## src/lom_pkg.sv

```systemverilog
// Shared constants and types of the limit order matching block.
package lom_pkg;

    localparam int POOL_DEPTH = 64;
    localparam int PRICE_BITS = 20;
    localparam int QTY_BITS   = 16;
    localparam int ID_BITS    = 32;
    localparam int STAMP_BITS = 63;
    localparam int KIND_BITS  = 3;
    // One command gives at most 64 results, the added report and 63 fills.
    localparam int MAX_FILLS  = 63;
    localparam int FILL_CNT_BITS = $clog2(MAX_FILLS + 1);

    typedef enum logic [KIND_BITS-1:0] {
        KIND_ADDED     = 3'd0,
        KIND_CANCELLED = 3'd1,
        KIND_FILL      = 3'd2,
        KIND_FULL      = 3'd3,
        KIND_UNKNOWN   = 3'd4
    } t_kind;

    typedef enum logic [1:0] {
        SCAN_FREE,
        SCAN_CANCEL,
        SCAN_MATCH
    } t_scan_mode;

    typedef enum logic {
        OP_ADD    = 1'b0,
        OP_CANCEL = 1'b1
    } t_opcode;

    typedef struct packed {
        logic       load_input;
        logic       scan_start;
        t_scan_mode scan_mode;
        logic       scan_en;
        logic       add_write;
        logic       pend_full;
        logic       pend_cancel;
        logic       fill_calc;
        logic       wr_bid;
        logic       wr_ask;
        logic       emit;
        logic       emit_last;
    } t_cmd;

    typedef struct packed {
        logic hit;
        logic scan_end;
        logic go_fill;
        logic out_free;
    } t_sts;

endpackage

```

## src/lom_ctrl.sv

```systemverilog
// Controller state machine sequencing slot scans, fills and result transfers.
module lom_ctrl (
    input  logic          i_clk,
    input  logic          i_rst_n,
    input  logic          i_in_valid,
    input  logic          i_in_opcode,
    input  lom_pkg::t_sts i_sts,
    output logic          o_in_ready,
    output lom_pkg::t_cmd o_cmd
);
    typedef enum logic [3:0] {
        ST_IDLE, ST_SCAN_F, ST_SCAN_C, ST_M_START, ST_M_SCAN, ST_M_EMIT,
        ST_FILL, ST_WR_B, ST_WR_A, ST_FINAL
    } t_state;

    t_state r_state, n_state;

    always_ff @(posedge i_clk) begin
        if (!i_rst_n) begin
            r_state <= ST_IDLE;
        end else begin
            r_state <= n_state;
        end
    end

    always_comb begin
        n_state    = r_state;
        o_cmd      = '0;
        o_in_ready = 1'b0;
        unique case (r_state)
            ST_IDLE: begin
                o_in_ready = 1'b1;
                if (i_in_valid) begin
                    o_cmd.load_input = 1'b1;
                    o_cmd.scan_start = 1'b1;
                    if (i_in_opcode == lom_pkg::OP_CANCEL) begin
                        o_cmd.scan_mode = lom_pkg::SCAN_CANCEL;
                        n_state = ST_SCAN_C;
                    end else begin
                        o_cmd.scan_mode = lom_pkg::SCAN_FREE;
                        n_state = ST_SCAN_F;
                    end
                end
            end
            ST_SCAN_F: begin
                o_cmd.scan_en = 1'b1;
                if (i_sts.hit) begin
                    o_cmd.add_write = 1'b1;
                    n_state = ST_M_START;
                end else if (i_sts.scan_end) begin
                    o_cmd.pend_full = 1'b1;
                    n_state = ST_FINAL;
                end
            end
            ST_SCAN_C: begin
                o_cmd.scan_en = 1'b1;
                if (i_sts.hit || i_sts.scan_end) begin
                    o_cmd.pend_cancel = 1'b1;
                    n_state = ST_FINAL;
                end
            end
            ST_M_START: begin
                o_cmd.scan_start = 1'b1;
                o_cmd.scan_mode  = lom_pkg::SCAN_MATCH;
                n_state = ST_M_SCAN;
            end
            ST_M_SCAN: begin
                o_cmd.scan_en = 1'b1;
                if (i_sts.scan_end) begin
                    n_state = ST_M_EMIT;
                end
            end
            ST_M_EMIT: begin
                if (i_sts.out_free) begin
                    o_cmd.emit      = 1'b1;
                    o_cmd.emit_last = !i_sts.go_fill;
                    n_state = i_sts.go_fill ? ST_FILL : ST_IDLE;
                end
            end
            ST_FILL: begin
                o_cmd.fill_calc = 1'b1;
                n_state = ST_WR_B;
            end
            ST_WR_B: begin
                o_cmd.wr_bid = 1'b1;
                n_state = ST_WR_A;
            end
            ST_WR_A: begin
                o_cmd.wr_ask = 1'b1;
                n_state = ST_M_START;
            end
            ST_FINAL: begin
                if (i_sts.out_free) begin
                    o_cmd.emit      = 1'b1;
                    o_cmd.emit_last = 1'b1;
                    n_state = ST_IDLE;
                end
            end
            default: n_state = ST_IDLE;
        endcase
    end
endmodule

```

## config.mk

```make
export PLATFORM = sky130hd
export DESIGN_NAME = lom_ctrl
export DESIGN_NICKNAME = d
export VERILOG_FILES = /design/src/lom_pkg.sv /design/src/lom_ctrl.sv
export SDC_FILE = /design/constraint.sdc
export NUM_CORES = 1
export LEC_CHECK = 0
export BUFFER_PORTS_ARGS = -buffer_cell sky130_fd_sc_hd__buf_2
export CORE_AREA = 5 5 42 44
export DETAILED_ROUTE_END_ITERATION = 12
export DIE_AREA = 0 0 47 49
export PLACE_DENSITY = 0.7
export SLEW_MARGIN = 10
export SYNTH_ARGS = -nofsm -noshare
export SYNTH_HDL_FRONTEND = slang
export SYNTH_SLANG_ARGS = --single-unit
```

## constraint.sdc

```tcl
create_clock -name i_clk -period 3.73 [get_ports i_clk]
set_clock_uncertainty 0.1 [all_clocks]
set_input_delay 0.373 -clock i_clk [delete_from_list [all_inputs] [get_ports i_clk]]
set_output_delay 0.373 -clock i_clk [all_outputs]
set_load 0.01 [all_outputs]
```

==> run_results.csv, run 1 <==
group,metric,value,unit
status,outcome,"finished clean",
final_layout,fin_cells,107,
hold_path,hold_path.class,"in -> reg",
synthesis,ys_async_sr_fraction,0,
floorplanning,die_h,49,um
power,total_power,402,uW
final_layout,utilization,0.474,
final_layout,largest_reg_flops,4,
setup_path,worstPathRequired,3260,ps
timing,rsz0062_at_grt,"false",
route,drc,0,
setup_path,crit_arrival,1710,ps
power,cellPowerDensity,604,nW/um2
setup_path,critPathMaxFanout,20,
cts,cts_root_buffer,"clkbuf_4",
final_layout,diodes,0,
timing,hold_viol_final,0,
placed_design,dp.cells,104,
floorplanning,core,1400,um2
synthesis,synth_area_per_cell,7.64,um2
grt,grt_overflow,0,
job,drv_cap,0,
synthesis,syn_inst,74,
final_layout,seqCellArea,80.1,um2
grt,antenna_found_initial,0,
route,dr.pass1.iters,4,
hold_path,hp-start,"i_rst_n",
setup_path,worstPathCellList,"nand2b_1, nor2_1, or2_1, buf_2",
setup_path,rr_endpoint,"r_state[3]$_SDFFE_PN0P_",
floorplanning,row_count,14,
cts,cts_tree,"built",
final_layout,area_delta_synth_final,17.5,%
timing,fin_ws,1550,ps
synthesis,synth_top_area_frac,0.142,
route,viasPerCell,5.66,
final_layout,layout.nets,101,
grt,grt_pass1_wl,2280,um
hold_path,min_path_cells,3,
synthesis,ys_seq_elements,4,
setup_path,cp-start-kind,"register",
placed_design,io_buffers,21,
setup_path,cpPeakStageDelay,770,ps
cts,clk_latency,230,ps
setup_path,rrSetupSlack,1800,ps
floorplanning,ios,22,
timing,setup_viol,0,
grt,grt_use_total,0.134,
setup_path,critPathSlowestCell,"dfxtp_1",
synthesis,yosys-top-cells-area,"dfxtp_1, nor2_1, mux2i_1, o32ai_4, buf_6",
timing,worst_pin_slew,716,ps
timing,finalCritPeriodShare,0.584,
placed_design,place_ws,1810,ps
setup_path,rr_worst_depth,4,
grt,grt_max_degree,22,
timing,max_freq,459,MHz
timing,fin_tns_setup,0,ps
cts,cts.sinks,4,
timing,relSlewSlack,0.522,
cts,cts_hold_buffers,0,
final_layout,largest_registers,"r_state (4)",
synthesis,synth_cell_types,38,
timing,min_period,2180,ps
cts,cts-htree-levels,1,
final_layout,nFillCells,157,
cts,clockBufferDepth,2,
route,vias,606,
timing,slew_violations,0,
route,drtAntennaViolNets,0,
final_layout,multi_input_area,425,um2
cts,clk_pin_slew_worst_paths,30,ps
final_layout,top_register,"r_state",
setup_path,critPathCaptureType,"output pin",
synthesis,netlist_area,566,um2
final_layout,final_layout_size_suffix_gt1_frac,0.319,
synthesis,yosysSeqAreaShare,0.142,
route,wl,1400,um
cts,postCtsSetupBuffers,0,
floorplanning,die_x,47,um
placed_design,gp_congestion,0.830,
synthesis,yosysTopAreaCell,"dfxtp_1",
route,drt_first_iter_violations,19,
synthesis,syn_nets,82,
power,p_leak,0.277,nW
synthesis,synth-edff-count,0,
placed_design,dp_hpwl,1010,um
route,wl_per_cell,13.1,um
hold_path,hold_path_end,"r_state[2]$_SDFFE_PN0P_",
floorplanning,dieArea,2300,um2
synthesis,synth_top_flop_cell,"dfxtp_1",
cts,cts_resized,0,
synthesis,yosys_warnings,0,
floorplanning,start_util,0.404,
grt,grt_pass1_vias,481,
cts,cts_buffers,3,
setup_path,reg2reg_from,"r_state[2]$_SDFFE_PN0P_",
setup_path,critical_path_class,"reg -> out",
power,peakVddDrop,0.000300,V
cell usage in the layout (no fill, tap or decap), types with 2 or more instances in the layout:
cell type  instances
buf_2             21
nor2_1            13
o21ai_0            4
dfxtp_1            4
nand2_1            3
nor3_1             3
nor4_1             3
inv_1              3
mux2i_1            3
clkbuf_4           3
nand2b_1           2
nor4b_1            2
nand3_1            2
nor4bb_1           2
nor2b_1            2
where the power goes:
part / internal, mW / switching, mW
sequential: 0.0548 / 0.0576
combinational: 0.114 / 0.122
clock: 0.0359 / 0.0171
total: 0.205 / 0.197
cells in the mapped netlist, types with 2 or more instances:
master    count
buf_2         3
nor4b_1       2
nor3_1        3
nor2_1       13
inv_1         3
dfxtp_1       4
nand2_1       3
nand3_1       2
nand2b_1      2
mux2i_1       3
nor4bb_1      2
nor4_1        3
o21ai_0       4
buf_6         2
nor2b_1       2
per-layer routing:
metal,track usage,vias to the layer above,routed length [um]
li1,-,305,-
met1,0.202,276,652
met2,0.174,25,630
met3,0.0664,0,115
met4,0.0138,0,0
met5,0,-,0
layout make-up:
type | count | share of cell area
Inverter | 3 | 0.0169
Multi-Input combinational cell | 60 | 0.640
Timing Repair Buffer | 21 | 0.158
Sequential cell | 4 | 0.121
Tap cell | 16 | 0.0301
Clock buffer | 3 | 0.0339
worst max path at each step:
stage	startpoint	end	slack, ps	cells past startpoint
finish	r_state[3]$_SDFFE_PN0P_	o_cmd[11]	1550	4
global route	r_state[3]$_SDFFE_PN0P_	o_cmd[11]	1430	4
CTS	r_state[3]$_SDFFE_PN0P_	o_cmd[11]	1560	4
detailed placement	r_state[3]$_SDFFE_PN0P_	o_cmd[11]	1810	4
global placement	r_state[3]$_SDFFE_PN0P_	o_cmd[11]	1830	4
floorplan	r_state[0]$_SDFFE_PN0P_	o_cmd[11]	1800	5
worst max-delay path: cells and delay by family (launching register included):
kind,cells,cell delay [ps]
AND/OR/NAND/NOR,3,570
flip-flops,1,770
buffers and inverters,1,130
per-stage QoR:
step	instance area, um2	hold WS (ps)
floorplan	566	423
global placement	642	558
detailed placement	642	563
CTS	664	316
global route	664	329
finish	664	323
logic make-up (layout without fill, tap and decap cells):
| group | after synthesis | count (layout) | share of synthesized area |
|---|---|---|---|
| buffers and inverters | 10 | 27 | 0.106 |
| DFF | 4 | 4 | 0.142 |
| and+or+nand+nor | 43 | 43 | 0.456 |
| AOI/OAI and AO/OA | 12 | 12 | 0.212 |
| xor gates and xnor gates | 2 | 2 | 0.0310 |
| muxes | 3 | 3 | 0.0531 |
No activity file was read; power rests on OpenSTA's default activity.
==> run 2, diff against run 1 <==
--- a/config.mk
+++ b/config.mk
@@ -6,10 +6,10 @@
 export NUM_CORES = 1
 export LEC_CHECK = 0
 export BUFFER_PORTS_ARGS = -buffer_cell sky130_fd_sc_hd__buf_2
-export CORE_AREA = 5 5 42 44
+export CORE_MARGIN = 5
+export CORE_UTILIZATION = 42
 export DETAILED_ROUTE_END_ITERATION = 12
-export DIE_AREA = 0 0 47 49
-export PLACE_DENSITY = 0.7
+export PLACE_DENSITY = 0.72
 export SLEW_MARGIN = 10
 export SYNTH_ARGS = -nofsm -noshare
 export SYNTH_HDL_FRONTEND = slang
==> constraint.sdc (replaced) <==
create_clock -name i_clk -period 1.8 [get_ports i_clk]
set_clock_uncertainty 0.1 [all_clocks]
set_input_delay 0.18 -clock i_clk [delete_from_list [all_inputs] [get_ports i_clk]]
set_output_delay 0.18 -clock i_clk [all_outputs]
set_load 0.01 [all_outputs]
==> run 2 against run 1 <==
  * Sequential power up 57%
  * Clock power up 98%
  * First-iteration DRC count down 58%
  * Via count rose by 5.4%
  * Worst hold slack lost 190 ps
  * Critical endpoint is now r_state[0]$_SDFFE_PN0P_
==> run_results.csv, run 2 (synthesized netlist as in run 1, its figures left out) <==
group,metric,value,unit
cts,clk_latency,230,ps
floorplanning,dieArea,2180,um2
final_layout,top_register,"r_state",
floorplanning,row_count,13,
cts,clockBufferDepth,2,
setup_path,critical_path_class,"reg -> reg",
final_layout,largest_reg_flops,4,
grt,grt_use_total,0.150,
final_layout,diodes,0,
timing,min_period,1690,ps
grt,grt_pass1_wl,2410,um
floorplanning,die_h,46.7,um
route,viasPerCell,5.71,
route,drt_first_iter_violations,8,
route,dr.pass1.iters,4,
route,vias,639,
cts,cts_tree,"built",
cts,cts_hold_buffers,0,
setup_path,critPathCaptureType,"register",
setup_path,cpPeakStageDelay,550,ps
setup_path,reg2reg_from,"r_state[1]$_SDFFE_PN0P_",
final_layout,largest_registers,"r_state (4)",
timing,finalCritPeriodShare,0.938,
setup_path,worstPathCellList,"nor4b_2, nor3_1, o32a_1, o32ai_2",
timing,relSlewSlack,0.736,
final_layout,final_layout_size_suffix_gt1_frac,0.412,
hold_path,hold_path.class,"in -> reg",
placed_design,dp_hpwl,1200,um
placed_design,io_buffers,21,
grt,antenna_found_initial,0,
cts,clk_pin_slew_worst_paths,30,ps
cts,postCtsSetupBuffers,0,
route,wl_per_cell,13.4,um
setup_path,rr_endpoint,"r_state[0]$_SDFFE_PN0P_",
final_layout,layout.nets,107,
setup_path,rr_worst_depth,4,
timing,holdWs,135,ps
power,cellPowerDensity,1250,nW/um2
cts,cts_buffers,3,
floorplanning,start_util,0.440,
setup_path,critPathSlowestCell,"dfxtp_1",
power,p_leak,0.317,nW
cts,cts-htree-levels,1,
route,drc,0,
setup_path,crit_arrival,1720,ps
hold_path,hp-start,"i_rst_n",
cts,cts.sinks,4,
setup_path,rrSetupSlack,110,ps
timing,slew_violations,0,
route,wl,1500,um
floorplanning,ios,22,
floorplanning,core,1280,um2
job,drv_cap,0,
cts,cts_root_buffer,"clkbuf_4",
timing,max_freq,592,MHz
timing,worst_pin_slew,395,ps
grt,grt_max_degree,13,
hold_path,min_path_cells,3,
setup_path,cp-start-kind,"register",
final_layout,area_delta_synth_final,29.6,%
final_layout,layout_common_cells,"buf_2, nor2_1, buf_4",
setup_path,worstPathRequired,1840,ps
floorplanning,die_x,46.7,um
grt,grt_overflow,0,
final_layout,layout_commonest_cell,"buf_2",
route,drtAntennaViolNets,0,
timing,setup_viol,0,
power,peakVddDrop,0.000676,V
status,outcome,"finished clean",
placed_design,gp_congestion,0.844,
hold_path,hold_path_end,"r_state[2]$_SDFFE_PN0P_",
timing,fin_tns_setup,0,ps
setup_path,critPathMaxFanout,9,
grt,grt_pass1_vias,575,
timing,rsz0062_at_grt,"false",
timing,hold_viol_final,0,
## run 2: metal layers
metal | up-vias | wire length (um) | share of wire | track usage
li1 | 320 | - | - | -
met1 | 299 | 652 | 0.43 | 0.164
met2 | 16 | 723 | 0.48 | 0.264
met3 | 4 | 98 | 0.065 | 0.0391
met4 | 0 | 29 | 0.019 | 0.0718
met5 | - | 0 | 0 | 0
## run 2: how the worst max path moves through the flow
stage | slack [ps] | depth (start not counted) | startpoint | to
2_1_floorplan | 60 | 5 | r_state[0]$_SDFFE_PN0P_ | o_cmd[11]
3_3_place_gp | 110 | 4 | r_state[1]$_SDFFE_PN0P_ | r_state[2]$_SDFFE_PN0P_
3_5_place_dp | 110 | 4 | r_state[1]$_SDFFE_PN0P_ | r_state[2]$_SDFFE_PN0P_
4_1_cts | 40 | 5 | r_state[2]$_SDFFE_PN0P_ | o_cmd[11]
5_1_grt | 10 | 5 | r_state[2]$_SDFFE_PN0P_ | o_cmd[11]
6_report | 110 | 4 | r_state[1]$_SDFFE_PN0P_ | r_state[0]$_SDFFE_PN0P_
## run 2: metrics by stage
stage,worst slack [ps],std cells,cell area [um2],utilization,total power [mW]
after global placement,111,109,686,0.534,0.768
after global routing,10.0,112,733,0.571,1.00
after floorplan,59.2,74,566,-,0.609
after CTS,43.4,112,714,0.556,0.896
final,112,112,733,0.571,0.916
after detailed placement,106,109,686,0.534,0.773
## run 2: repair_timing
action | CTS | global route
pin swaps | 0 | 0
gates resized for setup | 1 | 5
endpoints found under the hold margin | 0 | 0
setup endpoints to repair | 1 | 5
## run 2: layout make-up
type / count / area [um2]
fill: 147 / 552
inverter: 3 / 11.3
clock buffer: 3 / 22.5
tap: 15 / 18.8
sequential: 4 / 83.8
timing repair buffer: 27 / 150
multi-input combinational: 60 / 447
## run 2: critical path: cells and delay by family (launching register included)
| kind | cells | cell delay (ps) |
|---|---|---|
| AOI/OAI and AO/OA | 2 | 530 |
| and+or+nand+nor | 2 | 400 |
| DFF | 1 | 550 |
## run 2: where the power goes
part / switching [mW] / total (mW) / internal [mW]
registers: 0.0586 / 0.176 / 0.118
clock network: 0.0311 / 0.105 / 0.0742
logic: 0.337 / 0.635 / 0.297
total: 0.427 / 0.916 / 0.489
==> run 3, diff against run 2 <==
--- a/config.mk
+++ b/config.mk
@@ -7,9 +7,9 @@
 export LEC_CHECK = 0
 export BUFFER_PORTS_ARGS = -buffer_cell sky130_fd_sc_hd__buf_2
 export CORE_MARGIN = 5
-export CORE_UTILIZATION = 42
+export CORE_UTILIZATION = 25
 export DETAILED_ROUTE_END_ITERATION = 12
-export PLACE_DENSITY = 0.72
+export PLACE_DENSITY = 0.47
 export SLEW_MARGIN = 10
 export SYNTH_ARGS = -nofsm -noshare
 export SYNTH_HDL_FRONTEND = slang
==> constraint.sdc (replaced) <==
create_clock -name i_clk -period 1.8 [get_ports i_clk]
set_clock_uncertainty 0.1 [all_clocks]
set_input_delay 0.36 -clock i_clk [delete_from_list [all_inputs] [get_ports i_clk]]
set_output_delay 0.36 -clock i_clk [all_outputs]
set_load 0.01 [all_outputs]
==> run 3 against run 2 <==
  * Global-route usage fell by 4.4 points
  * Combinational power rose by 19%
  * Fmax fell by 3.2%
  * Non-clock buffer count rose by 6
  * Count of clock-buffer cells in the layout did not move
  * Worst setup slack got worse by 55 ps
  * Utilization fell by 18 points
  * Sequential share of layout area fell by 0.88 points
  * Cell count rose by 17%
  * Sequential power rose by 12%
  * First-iteration DRC count rose by 38%
  * Critical endpoint is now o_cmd[11]
==> run_results.csv, run 3 (synthesized netlist as in run 1, its figures left out) <==
group,metric,value,unit
timing,min_period,1740,ps
setup_path,critical_path_class,"reg -> out",
final_layout,layout.nets,113,
floorplanning,ios,22,
route,top_layer_used,"met3",
power,power_frac_seq,0.186,
placed_design,gp_congestion,0.757,
hold_path,hp-start,"i_rst_n",
timing,relSlewSlack,0.784,
final_layout,largest_registers,"r_state (4)",
floorplanning,die_h,57.6,um
setup_path,rr_endpoint,"r_state[0]$_SDFFE_PN0P_",
setup_path,critPathLaunch,"r_state[2]$_SDFFE_PN0P_",
power,comb_power_share,0.715,
placed_design,dp.cells,129,
route,drc,0,
placed_design,place_ws,83.9,ps
route,dr.pass1.iters,3,
route,wl_per_cell,13.3,um
timing,setup_viol,0,
final_layout,utilization,0.389,
cts,cts_hold_buffers,0,
grt,grt_max_degree,14,
floorplanning,row_count,17,
grt,grt_use_total,0.106,
power,cellInternalPower,591,uW
job,drv_cap,0,
final_layout,layout_commonest_cell,"buf_2",
setup_path,critPathCaptureType,"output pin",
cts,cts_buffers,3,
hold_path,hold_path_end,"r_state[2]$_SDFFE_PN0P_",
route,drtAntennaViolNets,0,
timing,fin_ws,56.5,ps
placed_design,dp_hpwl,1360,um
setup_path,rrSetupSlack,140,ps
cts,cts_root_buffer,"clkbuf_4",
setup_path,crit_arrival,1280,ps
power,total_power,1.06,mW
setup_path,rr_worst_depth,5,
timing,slew_violations,0,
setup_path,cp-start-kind,"register",
timing,max_freq,574,MHz
cts,clk_pin_slew_worst_paths,30,ps
placed_design,io_buffers,21,
hold_path,hold_path.class,"in -> reg",
route,drt_first_iter_violations,11,
final_layout,layout_common_cells,"buf_2, nor2_1, buf_6",
final_layout,top_register,"r_state",
final_layout,area_delta_synth_final,50.9,%
grt,antenna_found_initial,0,
final_layout,fin_area,853,um2
timing,worst_pin_slew,322,ps
power,peakVddDrop,0.000383,V
timing,finalCritPeriodShare,0.969,
cts,cts.sinks,4,
grt,grt_overflow,0,
floorplanning,core,2190,um2
floorplanning,dieArea,3310,um2
cts,clockBufferDepth,2,
grt,grt_pass1_wl,2860,um
status,outcome,"finished clean",
floorplanning,start_util,0.258,
cts,clk_latency,230,ps
timing,rsz0062_at_grt,"true",
floorplanning,die_x,57.6,um
final_layout,largest_reg_flops,4,
placed_design,placed_area,773,um2
route,viasPerCell,5.11,
final_layout,diodes,0,
final_layout,nFillCells,229,
cts,postCtsSetupBuffers,0,
cts,cts_tree,"built",
power,cellPowerDensity,1240,nW/um2
power,swShare,0.442,
route,vias,669,
grt,grt_pass1_vias,642,
setup_path,reg2reg_from,"r_state[1]$_SDFFE_PN0P_",
route,route.met2.wl,892,um
route,met3_length,82,um
final_layout,fin_cells,131,
power,p_leak,0.361,nW
timing,hold_viol_final,0,
timing,holdWs,306,ps
route,wl,1740,um
setup_path,worstPathRequired,1340,ps
final_layout,final_layout_size_suffix_gt1_frac,0.485,
cts,cts-htree-levels,1,
power,pwr-share-clk,0.099,
timing,fin_tns_setup,0,ps
route,wirelength_met1,762,um
setup_path,critPathMaxFanout,6,
hold_path,min_path_cells,3,
power,power.switching,469,uW
run 3: area by class of cell:
cell class,count,area [um2],area share
Sequential cell,4,90.1,0.106
Inverter,3,11.3,0.0132
Multi-Input combinational cell,60,464,0.544
Timing Repair Buffer,33,230,0.270
Tap cell,28,35.0,0.0411
Clock buffer,3,22.5,0.0264
run 3: metal layers:
| layer | vias to the layer above | GRT usage |
|---|---|---|
| met4 | 0 | 0.0331 |
| met5 | - | 0 |
| met2 | 10 | 0.190 |
| met1 | 322 | 0.128 |
| li1 | 337 | - |
| met3 | 0 | 0.0158 |
run 3: what timing repair did:
item	in CTS	in global routing
endpoints found under the setup margin	6	13
pin swaps	1	2
gates resized for setup	4	16
run 3: critical path: stages, from the launching register on:
cell,delay (ps)
dfxtp_4,380
buf_6,140
nand2b_4,140
nor2_1,60
or2_1,210
buf_2,140
run 3: power groups by stage:
stage | registers, mW | logic [mW] | clock network [mW]
final | 0.197 | 0.758 | 0.105
after global routing | 0.207 | 0.824 | 0.117
after CTS | 0.175 | 0.709 | 0.110
after detailed placement | 0.167 | 0.700 | 0
after global placement | 0.168 | 0.707 | 0
after floorplan | 0.131 | 0.487 | 0
run 3: worst max-delay path by stage:
stage | endpoint | slack (ps) | depth (start not counted)
final | o_cmd[11] | 60 | 5
after CTS | o_cmd[8] | 2 | 6
after global routing | o_cmd[11] | -30 | 4
after detailed placement | r_state[2]$_SDFFE_PN0P_ | 80 | 5
after floorplan | o_cmd[11] | 60 | 5
after global placement | r_state[0]$_SDFFE_PN0P_ | 100 | 5
